**config.mk**
```make
export PLATFORM = sky130hd
export DESIGN_NAME = expression_tokenizer_unit
export DESIGN_NICKNAME = d
export VERILOG_FILES = /design/src/design/etu_pkg.sv /design/src/design/etu_lexer.sv /design/src/design/etu_burst.sv /design/src/design/expression_tokenizer_unit.sv
export VERILOG_INCLUDE_DIRS = /design/src /design/src/design
export SDC_FILE = /design/constraint.sdc
export NUM_CORES = 1
export LEC_CHECK = 0
export ABC_AREA = 1
export BUFFER_PORTS_ARGS = -buffer_cell sky130_fd_sc_hd__buf_2
export CAP_MARGIN = 30
export CORE_ASPECT_RATIO = 1.1
export CORE_UTILIZATION = 60
export CTS_CLUSTER_DIAMETER = 100
export CTS_CLUSTER_SIZE = 16
export DETAILED_ROUTE_END_ITERATION = 10
export HOLD_SLACK_MARGIN = 0.1
export PLACE_DENSITY = 0.78
export SETUP_SLACK_MARGIN = 0.5
export SLEW_MARGIN = 40
export SYNTH_ARGS = -nofsm -noshare
export SYNTH_HDL_FRONTEND = slang
export SYNTH_HIERARCHICAL = 1
export SYNTH_SLANG_ARGS = --single-unit
```
**constraint.sdc**
```tcl
create_clock -name clock -period 31.4 [get_ports clock]
set_input_delay 4.71 -clock clock [delete_from_list [all_inputs] [get_ports clock]]
set_output_delay 4.71 -clock clock [all_outputs]
set_load 0.05 [all_outputs]
```
**src/design/expression_tokenizer_unit_defines.svh**
```systemverilog
// Assertion macros for the tokenizer modules.
// No dependencies; included by files that carry concurrent checks.
`ifndef EXPRESSION_TOKENIZER_UNIT_DEFINES_SVH
`define EXPRESSION_TOKENIZER_UNIT_DEFINES_SVH

// Same-cycle implication, disabled during reset
`define ETU_ASSERT_NOW(label, clk, rst, ante, cons) \
   label: assert property (@(posedge clk) disable iff (rst) (ante) |-> (cons)) \
      else $error("tokenizer check failed");

// Next-cycle implication, disabled during reset
`define ETU_ASSERT_NEXT(label, clk, rst, ante, cons) \
   label: assert property (@(posedge clk) disable iff (rst) (ante) |=> (cons)) \
      else $error("tokenizer check failed");

`endif

```
**src/design/etu_pkg.sv**
```systemverilog
// Types, character codes and helpers for the expression tokenizer.
// No dependencies; used by every module of the block.
package etu_pkg;

   // Token kinds as they appear on the result channel
   typedef enum logic [3:0] {
      KIND_END    = 4'd0,
      KIND_NUM    = 4'd1,
      KIND_IDENT  = 4'd2,
      KIND_PLUS   = 4'd3,
      KIND_MINUS  = 4'd4,
      KIND_STAR   = 4'd5,
      KIND_SLASH  = 4'd6,
      KIND_CARET  = 4'd7,
      KIND_LPAREN = 4'd8,
      KIND_RPAREN = 4'd9,
      KIND_EQUALS = 4'd10,
      KIND_COMMA  = 4'd11
   } kind_type;

   // Scanner modes
   typedef enum logic [1:0] {
      MODE_IDLE  = 2'd0,
      MODE_NUM   = 2'd1,
      MODE_IDENT = 2'd2,
      MODE_HALT  = 2'd3
   } mode_type;

   localparam int unsigned VALUE_W = 63;
   localparam int unsigned FIELD_W = 12;
   localparam int unsigned SLOTS   = 3;
   localparam logic [VALUE_W-1:0] VALUE_MAX = {VALUE_W{1'b1}};

   // Character codes
   localparam logic [7:0] CHAR_NUL    = 8'h00;
   localparam logic [7:0] CHAR_TAB    = 8'h09;
   localparam logic [7:0] CHAR_CR     = 8'h0D;
   localparam logic [7:0] CHAR_SPACE  = 8'h20;
   localparam logic [7:0] CHAR_ZERO   = 8'h30;
   localparam logic [7:0] CHAR_NINE   = 8'h39;
   localparam logic [7:0] CHAR_UPPER_A = 8'h41;
   localparam logic [7:0] CHAR_UPPER_Z = 8'h5A;
   localparam logic [7:0] CHAR_LOWER_A = 8'h61;
   localparam logic [7:0] CHAR_LOWER_Z = 8'h7A;
   localparam logic [7:0] CHAR_UNDER  = 8'h5F;
   localparam logic [7:0] CHAR_PLUS   = 8'h2B;
   localparam logic [7:0] CHAR_MINUS  = 8'h2D;
   localparam logic [7:0] CHAR_STAR   = 8'h2A;
   localparam logic [7:0] CHAR_SLASH  = 8'h2F;
   localparam logic [7:0] CHAR_CARET  = 8'h5E;
   localparam logic [7:0] CHAR_LPAREN = 8'h28;
   localparam logic [7:0] CHAR_RPAREN = 8'h29;
   localparam logic [7:0] CHAR_EQUALS = 8'h3D;
   localparam logic [7:0] CHAR_COMMA  = 8'h2C;

   // One result item, last-of-run flag is added at the output
   typedef struct packed {
      logic [FIELD_W-1:0] length;
      logic [FIELD_W-1:0] start;
      logic               ovf;
      logic [VALUE_W-1:0] value;
      kind_type           kind;
   } token_type;

   // Tokens caused by one character
   typedef struct packed {
      logic [1:0]                 count;
      token_type [SLOTS-1:0]      tok;
   } burst_type;

   // Single-character operator lookup, KIND_END when not an operator
   function automatic kind_type op_kind(input logic [7:0] c);
      kind_type k;
      unique case (c)
         CHAR_PLUS:   k = KIND_PLUS;
         CHAR_MINUS:  k = KIND_MINUS;
         CHAR_STAR:   k = KIND_STAR;
         CHAR_SLASH:  k = KIND_SLASH;
         CHAR_CARET:  k = KIND_CARET;
         CHAR_LPAREN: k = KIND_LPAREN;
         CHAR_RPAREN: k = KIND_RPAREN;
         CHAR_EQUALS: k = KIND_EQUALS;
         CHAR_COMMA:  k = KIND_COMMA;
         default:     k = KIND_END;
      endcase
      return k;
   endfunction

   // Implicit multiplication between prior token and the one starting now
   function automatic logic star_needed(input kind_type prior, input kind_type next);
      logic ends;
      ends = (prior == KIND_NUM) || (prior == KIND_IDENT) || (prior == KIND_RPAREN);
      return ends && !((prior == KIND_IDENT) && (next == KIND_LPAREN));
   endfunction

   function automatic token_type make_token(input kind_type kind,
                                            input logic [VALUE_W-1:0] value,
                                            input logic ovf,
                                            input logic [FIELD_W-1:0] start,
                                            input logic [FIELD_W-1:0] length);
      token_type t;
      t.kind   = kind;
      t.value  = value;
      t.ovf    = ovf;
      t.start  = start;
      t.length = length;
      return t;
   endfunction

endpackage

```
**src/design/etu_lexer.sv**
```systemverilog
// Scanner state and token generation for one character per cycle, advancing only when fire is high.
// Depends on etu_pkg.
module etu_lexer #(
   parameter int unsigned MAX_LEN = 4096
) (
   input  logic               clock,
   input  logic               reset,
   input  logic               fire,       // character taken this cycle
   input  logic [7:0]         char_code,
   output etu_pkg::burst_type lex_o
);

   localparam int unsigned PW = $clog2(MAX_LEN);

   etu_pkg::mode_type mode_ff, mode_in, start_mode;
   etu_pkg::kind_type pk_ff, pk_in;
   logic [etu_pkg::VALUE_W-1:0] acc_ff, acc_in;
   logic sat_ff, sat_in;
   logic [PW-1:0] start_ff, start_in, pos_ff, pos_in, pe_ff, pe_in;
   logic [PW-1:0] pos_next, len;
   logic [PW:0]   diff;
   logic [etu_pkg::VALUE_W+3:0] prod;
   logic [1:0] cnt;
   logic is_nul, is_digit, is_alpha, is_head, is_tail, is_blank;
   etu_pkg::kind_type opk;

   function automatic logic [etu_pkg::FIELD_W-1:0] to_field(input logic [PW-1:0] v);
      logic [PW+etu_pkg::FIELD_W-1:0] w;
      w = {{etu_pkg::FIELD_W{1'b0}}, v};
      return w[etu_pkg::FIELD_W-1:0];
   endfunction

   // Character classes
   assign is_nul   = (char_code == etu_pkg::CHAR_NUL);
   assign is_digit = (char_code >= etu_pkg::CHAR_ZERO) && (char_code <= etu_pkg::CHAR_NINE);
   assign is_alpha = ((char_code >= etu_pkg::CHAR_LOWER_A) && (char_code <= etu_pkg::CHAR_LOWER_Z))
                  || ((char_code >= etu_pkg::CHAR_UPPER_A) && (char_code <= etu_pkg::CHAR_UPPER_Z));
   assign is_head  = is_alpha || (char_code == etu_pkg::CHAR_UNDER);
   assign is_tail  = is_head || is_digit;
   assign is_blank = (char_code == etu_pkg::CHAR_SPACE)
                  || ((char_code >= etu_pkg::CHAR_TAB) && (char_code <= etu_pkg::CHAR_CR));
   assign opk      = etu_pkg::op_kind(char_code);

   // Offset arithmetic modulo MAX_LEN
   assign pos_next = (pos_ff == PW'(MAX_LEN - 1)) ? '0 : pos_ff + PW'(1);
   assign diff     = {1'b0, pos_ff} - {1'b0, start_ff};
   assign len      = diff[PW] ? PW'(diff + (PW+1)'(MAX_LEN)) : diff[PW-1:0];

   // acc * 10 + digit, saturation when the top bits are set
   assign prod = {acc_ff, 3'b000} + {2'b00, acc_ff, 1'b0}
               + (etu_pkg::VALUE_W+4)'(char_code - etu_pkg::CHAR_ZERO);

   // Mode a fresh character opens from idle
   always_comb begin
      if (is_nul || is_blank) begin
         start_mode = etu_pkg::MODE_IDLE;
      end else if (is_digit) begin
         start_mode = etu_pkg::MODE_NUM;
      end else if (is_head) begin
         start_mode = etu_pkg::MODE_IDENT;
      end else if (opk != etu_pkg::KIND_END) begin
         start_mode = etu_pkg::MODE_IDLE;
      end else begin
         start_mode = etu_pkg::MODE_HALT;
      end
   end

   // Next mode
   always_comb begin
      unique case (mode_ff)
         etu_pkg::MODE_HALT:  mode_in = is_nul ? etu_pkg::MODE_IDLE : etu_pkg::MODE_HALT;
         etu_pkg::MODE_NUM:   mode_in = is_digit ? etu_pkg::MODE_NUM : start_mode;
         etu_pkg::MODE_IDENT: mode_in = is_tail ? etu_pkg::MODE_IDENT : start_mode;
         default:             mode_in = start_mode;
      endcase
   end

   // Tokens and datapath state
   always_comb begin
      lex_o    = '0;
      cnt      = 2'd0;
      pk_in    = pk_ff;
      pe_in    = pe_ff;
      acc_in   = acc_ff;
      sat_in   = sat_ff;
      start_in = start_ff;
      pos_in   = pos_ff;
      if (mode_ff == etu_pkg::MODE_HALT) begin
         if (is_nul) begin
            pk_in    = etu_pkg::KIND_END;
            pe_in    = '0;
            acc_in   = '0;
            sat_in   = 1'b0;
            start_in = '0;
            pos_in   = '0;
         end
      end else if ((mode_ff == etu_pkg::MODE_NUM) && is_digit) begin
         if (!sat_ff) begin
            if (prod[etu_pkg::VALUE_W+3:etu_pkg::VALUE_W] != 4'd0) begin
               acc_in = etu_pkg::VALUE_MAX;
               sat_in = 1'b1;
            end else begin
               acc_in = prod[etu_pkg::VALUE_W-1:0];
            end
         end
         pos_in = pos_next;
      end else if ((mode_ff == etu_pkg::MODE_IDENT) && is_tail) begin
         pos_in = pos_next;
      end else begin
         // close a pending multi-character token
         if (mode_ff == etu_pkg::MODE_NUM) begin
            lex_o.tok[cnt] = etu_pkg::make_token(etu_pkg::KIND_NUM, acc_ff, sat_ff,
                                                 to_field(start_ff), to_field(len));
            cnt   = cnt + 2'd1;
            pk_in = etu_pkg::KIND_NUM;
            pe_in = pos_ff;
         end else if (mode_ff == etu_pkg::MODE_IDENT) begin
            lex_o.tok[cnt] = etu_pkg::make_token(etu_pkg::KIND_IDENT, '0, 1'b0,
                                                 to_field(start_ff), to_field(len));
            cnt   = cnt + 2'd1;
            pk_in = etu_pkg::KIND_IDENT;
            pe_in = pos_ff;
         end
         if (is_nul) begin
            // end of expression
            lex_o.tok[cnt] = etu_pkg::make_token(etu_pkg::KIND_END, '0, 1'b0,
                                                 to_field(pos_ff), '0);
            cnt      = cnt + 2'd1;
            pk_in    = etu_pkg::KIND_END;
            pe_in    = '0;
            acc_in   = '0;
            sat_in   = 1'b0;
            start_in = '0;
            pos_in   = '0;
         end else begin
            if (is_blank) begin
               // skipped
            end else if (is_digit) begin
               if (etu_pkg::star_needed(pk_in, etu_pkg::KIND_NUM)) begin
                  lex_o.tok[cnt] = etu_pkg::make_token(etu_pkg::KIND_STAR, '0, 1'b0,
                                                       to_field(pe_in), '0);
                  cnt   = cnt + 2'd1;
                  pk_in = etu_pkg::KIND_STAR;
               end
               start_in = pos_ff;
               acc_in   = etu_pkg::VALUE_W'(char_code - etu_pkg::CHAR_ZERO);
               sat_in   = 1'b0;
            end else if (is_head) begin
               if (etu_pkg::star_needed(pk_in, etu_pkg::KIND_IDENT)) begin
                  lex_o.tok[cnt] = etu_pkg::make_token(etu_pkg::KIND_STAR, '0, 1'b0,
                                                       to_field(pe_in), '0);
                  cnt   = cnt + 2'd1;
                  pk_in = etu_pkg::KIND_STAR;
               end
               start_in = pos_ff;
            end else if (opk != etu_pkg::KIND_END) begin
               if ((opk == etu_pkg::KIND_LPAREN) &&
                   etu_pkg::star_needed(pk_in, etu_pkg::KIND_LPAREN)) begin
                  lex_o.tok[cnt] = etu_pkg::make_token(etu_pkg::KIND_STAR, '0, 1'b0,
                                                       to_field(pe_in), '0);
                  cnt = cnt + 2'd1;
               end
               lex_o.tok[cnt] = etu_pkg::make_token(opk, '0, 1'b0, to_field(pos_ff),
                                                    etu_pkg::FIELD_W'(1));
               cnt   = cnt + 2'd1;
               pk_in = opk;
               pe_in = pos_next;
            end else begin
               // unknown character: end token, then ignore until NUL
               lex_o.tok[cnt] = etu_pkg::make_token(etu_pkg::KIND_END, '0, 1'b0,
                                                    to_field(pos_ff), '0);
               cnt   = cnt + 2'd1;
               pk_in = etu_pkg::KIND_END;
               pe_in = pos_ff;
            end
            pos_in = pos_next;
         end
      end
      lex_o.count = cnt;
   end

   // State registers
   always_ff @(posedge clock) begin
      if (reset) begin
         mode_ff  <= etu_pkg::MODE_IDLE;
         pk_ff    <= etu_pkg::KIND_END;
         pe_ff    <= '0;
         acc_ff   <= '0;
         sat_ff   <= 1'b0;
         start_ff <= '0;
         pos_ff   <= '0;
      end else if (fire) begin
         mode_ff  <= mode_in;
         pk_ff    <= pk_in;
         pe_ff    <= pe_in;
         acc_ff   <= acc_in;
         sat_ff   <= sat_in;
         start_ff <= start_in;
         pos_ff   <= pos_in;
      end
   end

endmodule

```
**src/design/etu_burst.sv**
```systemverilog
// Result register: holds the tokens of one character and hands them out one per item.
// Depends on etu_pkg and the assertion macro header.
`include "expression_tokenizer_unit_defines.svh"

module etu_burst (
   input  logic               clock,
   input  logic               reset,
   input  logic               load,
   input  etu_pkg::burst_type lex_i,
   output logic               free,
   output logic               rsp_tvalid,
   input  logic               rsp_tready,
   output logic [87:0]        rsp_tdata,  // value[62:0], overflow, start[11:0], length[11:0]
   output logic [3:0]         rsp_tuser,  // token kind
   output logic               rsp_tlast
);

   etu_pkg::token_type [etu_pkg::SLOTS-1:0] tok_ff;
   logic [1:0] remain_ff, idx_ff;
   etu_pkg::token_type cur;
   logic take;

   assign cur        = tok_ff[idx_ff];
   assign rsp_tvalid = (remain_ff != 2'd0);
   assign take       = rsp_tvalid && rsp_tready;
   assign free       = (remain_ff == 2'd0) || ((remain_ff == 2'd1) && rsp_tready);
   assign rsp_tdata  = {cur.length, cur.start, cur.ovf, cur.value};
   assign rsp_tuser  = cur.kind;
   assign rsp_tlast  = (remain_ff == 2'd1);

   // Token payload, no reset needed
   always_ff @(posedge clock) begin
      if (load) begin
         tok_ff <= lex_i.tok;
      end
   end

   // Drain counters
   always_ff @(posedge clock) begin
      if (reset) begin
         remain_ff <= 2'd0;
         idx_ff    <= 2'd0;
      end else if (load) begin
         remain_ff <= lex_i.count;
         idx_ff    <= 2'd0;
      end else if (take) begin
         remain_ff <= remain_ff - 2'd1;
         idx_ff    <= idx_ff + 2'd1;
      end
   end

   `ETU_ASSERT_NOW(a_load_only_when_free, clock, reset, load, free && (lex_i.count != 2'd0))
   `ETU_ASSERT_NEXT(a_load_shows_item, clock, reset, load, rsp_tvalid && (idx_ff == 2'd0))
   `ETU_ASSERT_NEXT(a_take_advances, clock, reset, take && (remain_ff > 2'd1), idx_ff == ($past(idx_ff) + 2'd1))
   `ETU_ASSERT_NOW(a_index_in_range, clock, reset, rsp_tvalid, (3'(idx_ff) + 3'(remain_ff)) <= 3'd3)

endmodule

```
**src/design/expression_tokenizer_unit.sv**
```systemverilog
// Expression tokenizer: one character byte in per item, tokens out with offsets and lengths.
// Depends on etu_pkg, etu_lexer and etu_burst.
//
// The block takes one character per cycle into an input register and scans it in the next
// cycle; characters that only extend a number or identifier, or are blank, leave no result
// and never wait. A character that yields tokens waits until the result register is free,
// then loads up to three tokens (closing token, inserted star, new operator), which leave
// one per cycle unless stalled, so the rate is one item per cycle or one per token,
// whichever is slower, set by the single result port. Offsets count modulo MAX_LEN.
module expression_tokenizer_unit #(
   parameter int unsigned MAX_LEN = 4096
) (
   input  logic        clock,
   input  logic        reset,
   input  logic        req_tvalid,
   output logic        req_tready,
   input  logic [7:0]  req_tdata,   // char_code[7:0]
   output logic        rsp_tvalid,
   input  logic        rsp_tready,
   output logic [87:0] rsp_tdata,   // number_value[62:0], value_overflow, start_offset[11:0],
                                    // token_length[11:0]
   output logic [3:0]  rsp_tuser,   // token_kind[3:0]
   output logic        rsp_tlast    // last_of_run
);

   logic       in_valid_ff;
   logic [7:0] in_char_ff;
   logic       move, load, free;
   etu_pkg::burst_type lex;

   // Character moves on when it has no token or the result register frees up
   assign move       = in_valid_ff && ((lex.count == 2'd0) || free);
   assign load       = move && (lex.count != 2'd0);
   assign req_tready = !in_valid_ff || move;

   // Input register
   always_ff @(posedge clock) begin
      if (reset) begin
         in_valid_ff <= 1'b0;
      end else if (req_tready) begin
         in_valid_ff <= req_tvalid;
      end
   end

   always_ff @(posedge clock) begin
      if (req_tvalid && req_tready) begin
         in_char_ff <= req_tdata;
      end
   end

   etu_lexer #(
      .MAX_LEN (MAX_LEN)
   ) u_lexer (
      .clock     (clock),
      .reset     (reset),
      .fire      (move),
      .char_code (in_char_ff),
      .lex_o     (lex)
   );

   etu_burst u_burst (
      .clock      (clock),
      .reset      (reset),
      .load       (load),
      .lex_i      (lex),
      .free       (free),
      .rsp_tvalid (rsp_tvalid),
      .rsp_tready (rsp_tready),
      .rsp_tdata  (rsp_tdata),
      .rsp_tuser  (rsp_tuser),
      .rsp_tlast  (rsp_tlast)
   );

endmodule

```
==> results.tsv <==
stage	metric	value	unit
outcome	status	complete, no violations	
routing	DR vias	27795	
clocking	setup repair bufs after CTS	0	
hold_path	hold path endpoint	u_lexer/start_ff[6]$_SDFFE_PP0P_	
worst_setup_path	critical path endpoint category	output pin	
clocking	CTS tree	done	
worst_setup_path	Worst Path Required	26.69	ns
hold_path	hold wc startpoint	u_lexer/start_ff[6]$_SDFFE_PP0P_	
yosys	warnings from Yosys	6	
clocking	# clock sinks	395	
worst_setup_path	Crit Path Class	input pin to output pin	
finish	area of the multi-input gates	0.01612	mm^2
global_routing	vias in the first global route	25619	
power_and_ir_drop	Max IR drop VDD	0.00009081	V
hold_path	Worst Hold Depth	2	
sta	Final setup viols	0	
yosys	Seq/Total Area, Yosys	0.3543	
worst_setup_path	maximum fanout along the worst path	3	
power_and_ir_drop	leakage	13.72	nW
floorplan	IO Pins	107	
worst_setup_path	r2r endpoint	u_burst/tok_ff[243]$_DFFE_PP_	
yosys	top cells by area, synth	edfxtp_1 (28%), nand2_1 (13%), dfxtp_1 (7.3%)	
worst_setup_path	CP peak stage delay	0.27	ns
run	Max-Cap Viols	0	
yosys	Syn Area/Cell	7.099	um^2
clocking	# resized after CTS	0	
global_routing	total grt overflow	0	
finish	Area Overhead vs Synth	3.187	%
global_routing	antenna violations before repair	1	
sta	max_slew headroom	0.4430	
placed_design	Inst Count DP	4851	
sta	Hold Vio Cnt, Final	0	
yosys	Synth top area share	0.2811	
finish	fill count	4717	
yosys	Netlist cell types	62	
floorplan	Chip Height	237.9	um
worst_setup_path	cells along the critical path	buf_2 -> nand2_1 -> nand2_1 -> inv_1 -> nand3_4 -> buf_2	
yosys	Yosys reg bits	395	
routing	wire per inst	17.39	um
clocking	Clock Pin Slew Worst Setup and Hold Paths	0.08	ns
placed_design	GPL Wtd Cong	1.009	
worst_setup_path	arrival time at the worst endpoint	5.42	ns
worst_setup_path	reg-to-reg startpoint	u_lexer/mode_ff[1]$_SDFFE_PP0P_	
clocking	Post-CTS Hold Fix Bufs	0	
routing	Initial DRT Pass Iterations	8	
sta	Final Max Tran Viols	0	
floorplan	Initial Util	0.6064	
sta	setup_tns	0	ns
clocking	Bufs on Longest Clock Path	3	
finish	Nets	4396	
power_and_ir_drop	pwr dens	59.22	mW/mm^2
sta	max frequency	98.68	MHz
routing	WL final	85320	um
sta	final period utilization	0.3227	
floorplan	Die Area	0.05148	mm^2
clocking	CTS H-tree lvls	1	
floorplan	num rows	86	
worst_setup_path	Setup crit start kind	input pin	
finish	fraction of layout cells with a size suffix above 1	0.06103	
placed_design	hpwl dp	60570	um
yosys	Synth async-reset ratio	0	
clocking	clock root cell	clkbuf_16	
floorplan	Core Box Area	0.05004	mm^2
yosys	EDFF count, synth	284	
routing	DRC	0	
yosys	ys flop type	edfxtp_1	
sta	Tmin final	10.13	ns
yosys	Synth Instances	4274	
routing	drt first-iter violations	2765	
yosys	synthesized area	0.03034	mm^2
worst_setup_path	CP bufs+invs	3	
clocking	Worst-Skew Late Latency	0.60	ns
clocking	TritonCTS buffer count	29	
finish	Layout Cells excl Fill	4905	
routing	antenna viol nets, final	0	
floorplan	chip width	216.4	um
worst_setup_path	critical path's top delay family	buffers and inverters	
sta	Worst Tran Pin Value	0.8355	ns
worst_setup_path	reg-to-reg slack, setup	25.01	ns
global_routing	largest net degree at the start of global routing	94	
yosys	area leader, netlist	edfxtp_1	
hold_path	Hold Crit Class	flip-flop to flip-flop	
sta	clock skew	0.03536	ns
sta	RSZ-0062 raised after global routing	false	
global_routing	total track usage	0.3300	
worst_setup_path	reg2reg path depth	18	
routing	DR vias/cell	5.667	
finish	register area	0.01076	mm^2
worst_setup_path	CP max-delay cell	buf_2	
placed_design	PortBufs	106	
global_routing	first-pass GRT wire length	136500	um
## power breakdown
| group | switching [mW] | internal (mW) | leakage, nW |
|---|---|---|---|
| registers | 0.0323 | 0.663 | 3.54 |
| logic | 0.628 | 0.173 | 9.77 |
| clock network | 0.181 | 0.176 | 0.404 |
## state kept, by name, summed over array words and instances (netlist names), 4 cells and up
register	cells
u_burst/tok_ff	276
u_lexer/acc_ff	63
u_lexer/pe_ff	12
in_char_ff	8
u_lexer/start_ff	12
u_lexer/pos_ff	12
u_lexer/pk_ff	4
## per-layer routing
| layer | GRT usage | part of all wire | wire [um] |
|---|---|---|---|
| met5 | 0 | 0 | 0 |
| met4 | 0.1295 | 0.038 | 3254 |
| met3 | 0.03110 | 0.073 | 6260 |
| met2 | 0.5393 | 0.47 | 39890 |
| met1 | 0.4529 | 0.42 | 35910 |
## cell usage after synthesis, types with 53 or more instances
library cell  instances
ha_1                 98
nand3_1             210
fa_1                 63
nand2_1            1024
nor2_1              548
buf_2                53
inv_1               477
dfxtp_1             111
o21ai_0             361
nand4_1              75
a31oi_1              65
o21ai_1             125
buf_4               156
clkbuf_1            127
a21oi_1             227
edfxtp_1            284
## cells by family after synthesis
group | synth area share
AND/OR/NAND/NOR | 0.2610
buffers and inverters | 0.1346
AO/OA/AOI/OAI | 0.1521
flip-flops | 0.3543
adder cells (fa/ha/maj) | 0.08198
XOR/XNOR | 0.01299
multiplexers | 0.002969
other | 0.0001236
## placed cells by master (no fill, tap or decap), drive strengths merged, types with 13 or more instances in the layout
master and n:
o21bai 22, a21oi 232, xor2 32, nand2 1032, nand3 213, inv 505
o22ai 13, dfxtp 111, buf 138, xnor2 13, nor3 24, nor2 560
nand4 77, fa 63, o21ai 489, o211ai 15, conb 150, a31oi 65
edfxtp 284, ha 98, clkbuf 49
## worst max path at each step
stage / start / endpoint / slack [ns] / cells past startpoint
2_1_floorplan: rsp_tready / u_burst/remain_ff[1]$_SDFFE_PP0P_ / 19.01 / 7
3_3_place_gp: rsp_tready / req_tready / 21.27 / 6
3_5_place_dp: rsp_tready / req_tready / 21.27 / 6
4_1_cts: rsp_tready / req_tready / 21.27 / 6
5_1_grt: rsp_tready / req_tready / 21.20 / 6
6_report: rsp_tready / req_tready / 21.27 / 6
## worst min-delay path, delay by kind of cell (launching register included)
kind            cells  cell delay (ns)
flops               1             0.31
simple gates        1             0.06
compound gates      1             0.06
## per-stage QoR
stage	hold WS, ns	cell area (um^2)	power, mW	utilization	setup slack [ns]
floorplan	0.4445	30900	1.339	-	19.01
global placement	0.4519	30340	1.484	0.6063	21.27
detailed placement	0.4565	30450	1.499	0.6085	21.27
CTS	0.4679	31280	1.853	0.6252	21.27
global route	0.4868	31310	1.947	0.6258	21.20
finish	0.4714	31310	1.854	0.6258	21.27
## layout make-up
cell class              instances  area share
flip-flops and latches        395      0.3435
inverters                     507     0.06098
diodes                          1  0.00007992
repair buffers                138     0.02749
multi-input cells            3152      0.5148
clock buffers                  49     0.02594
clock inverters                 3   0.0007992
well taps                     660     0.02637
Power figures use the tool's default switching activity.
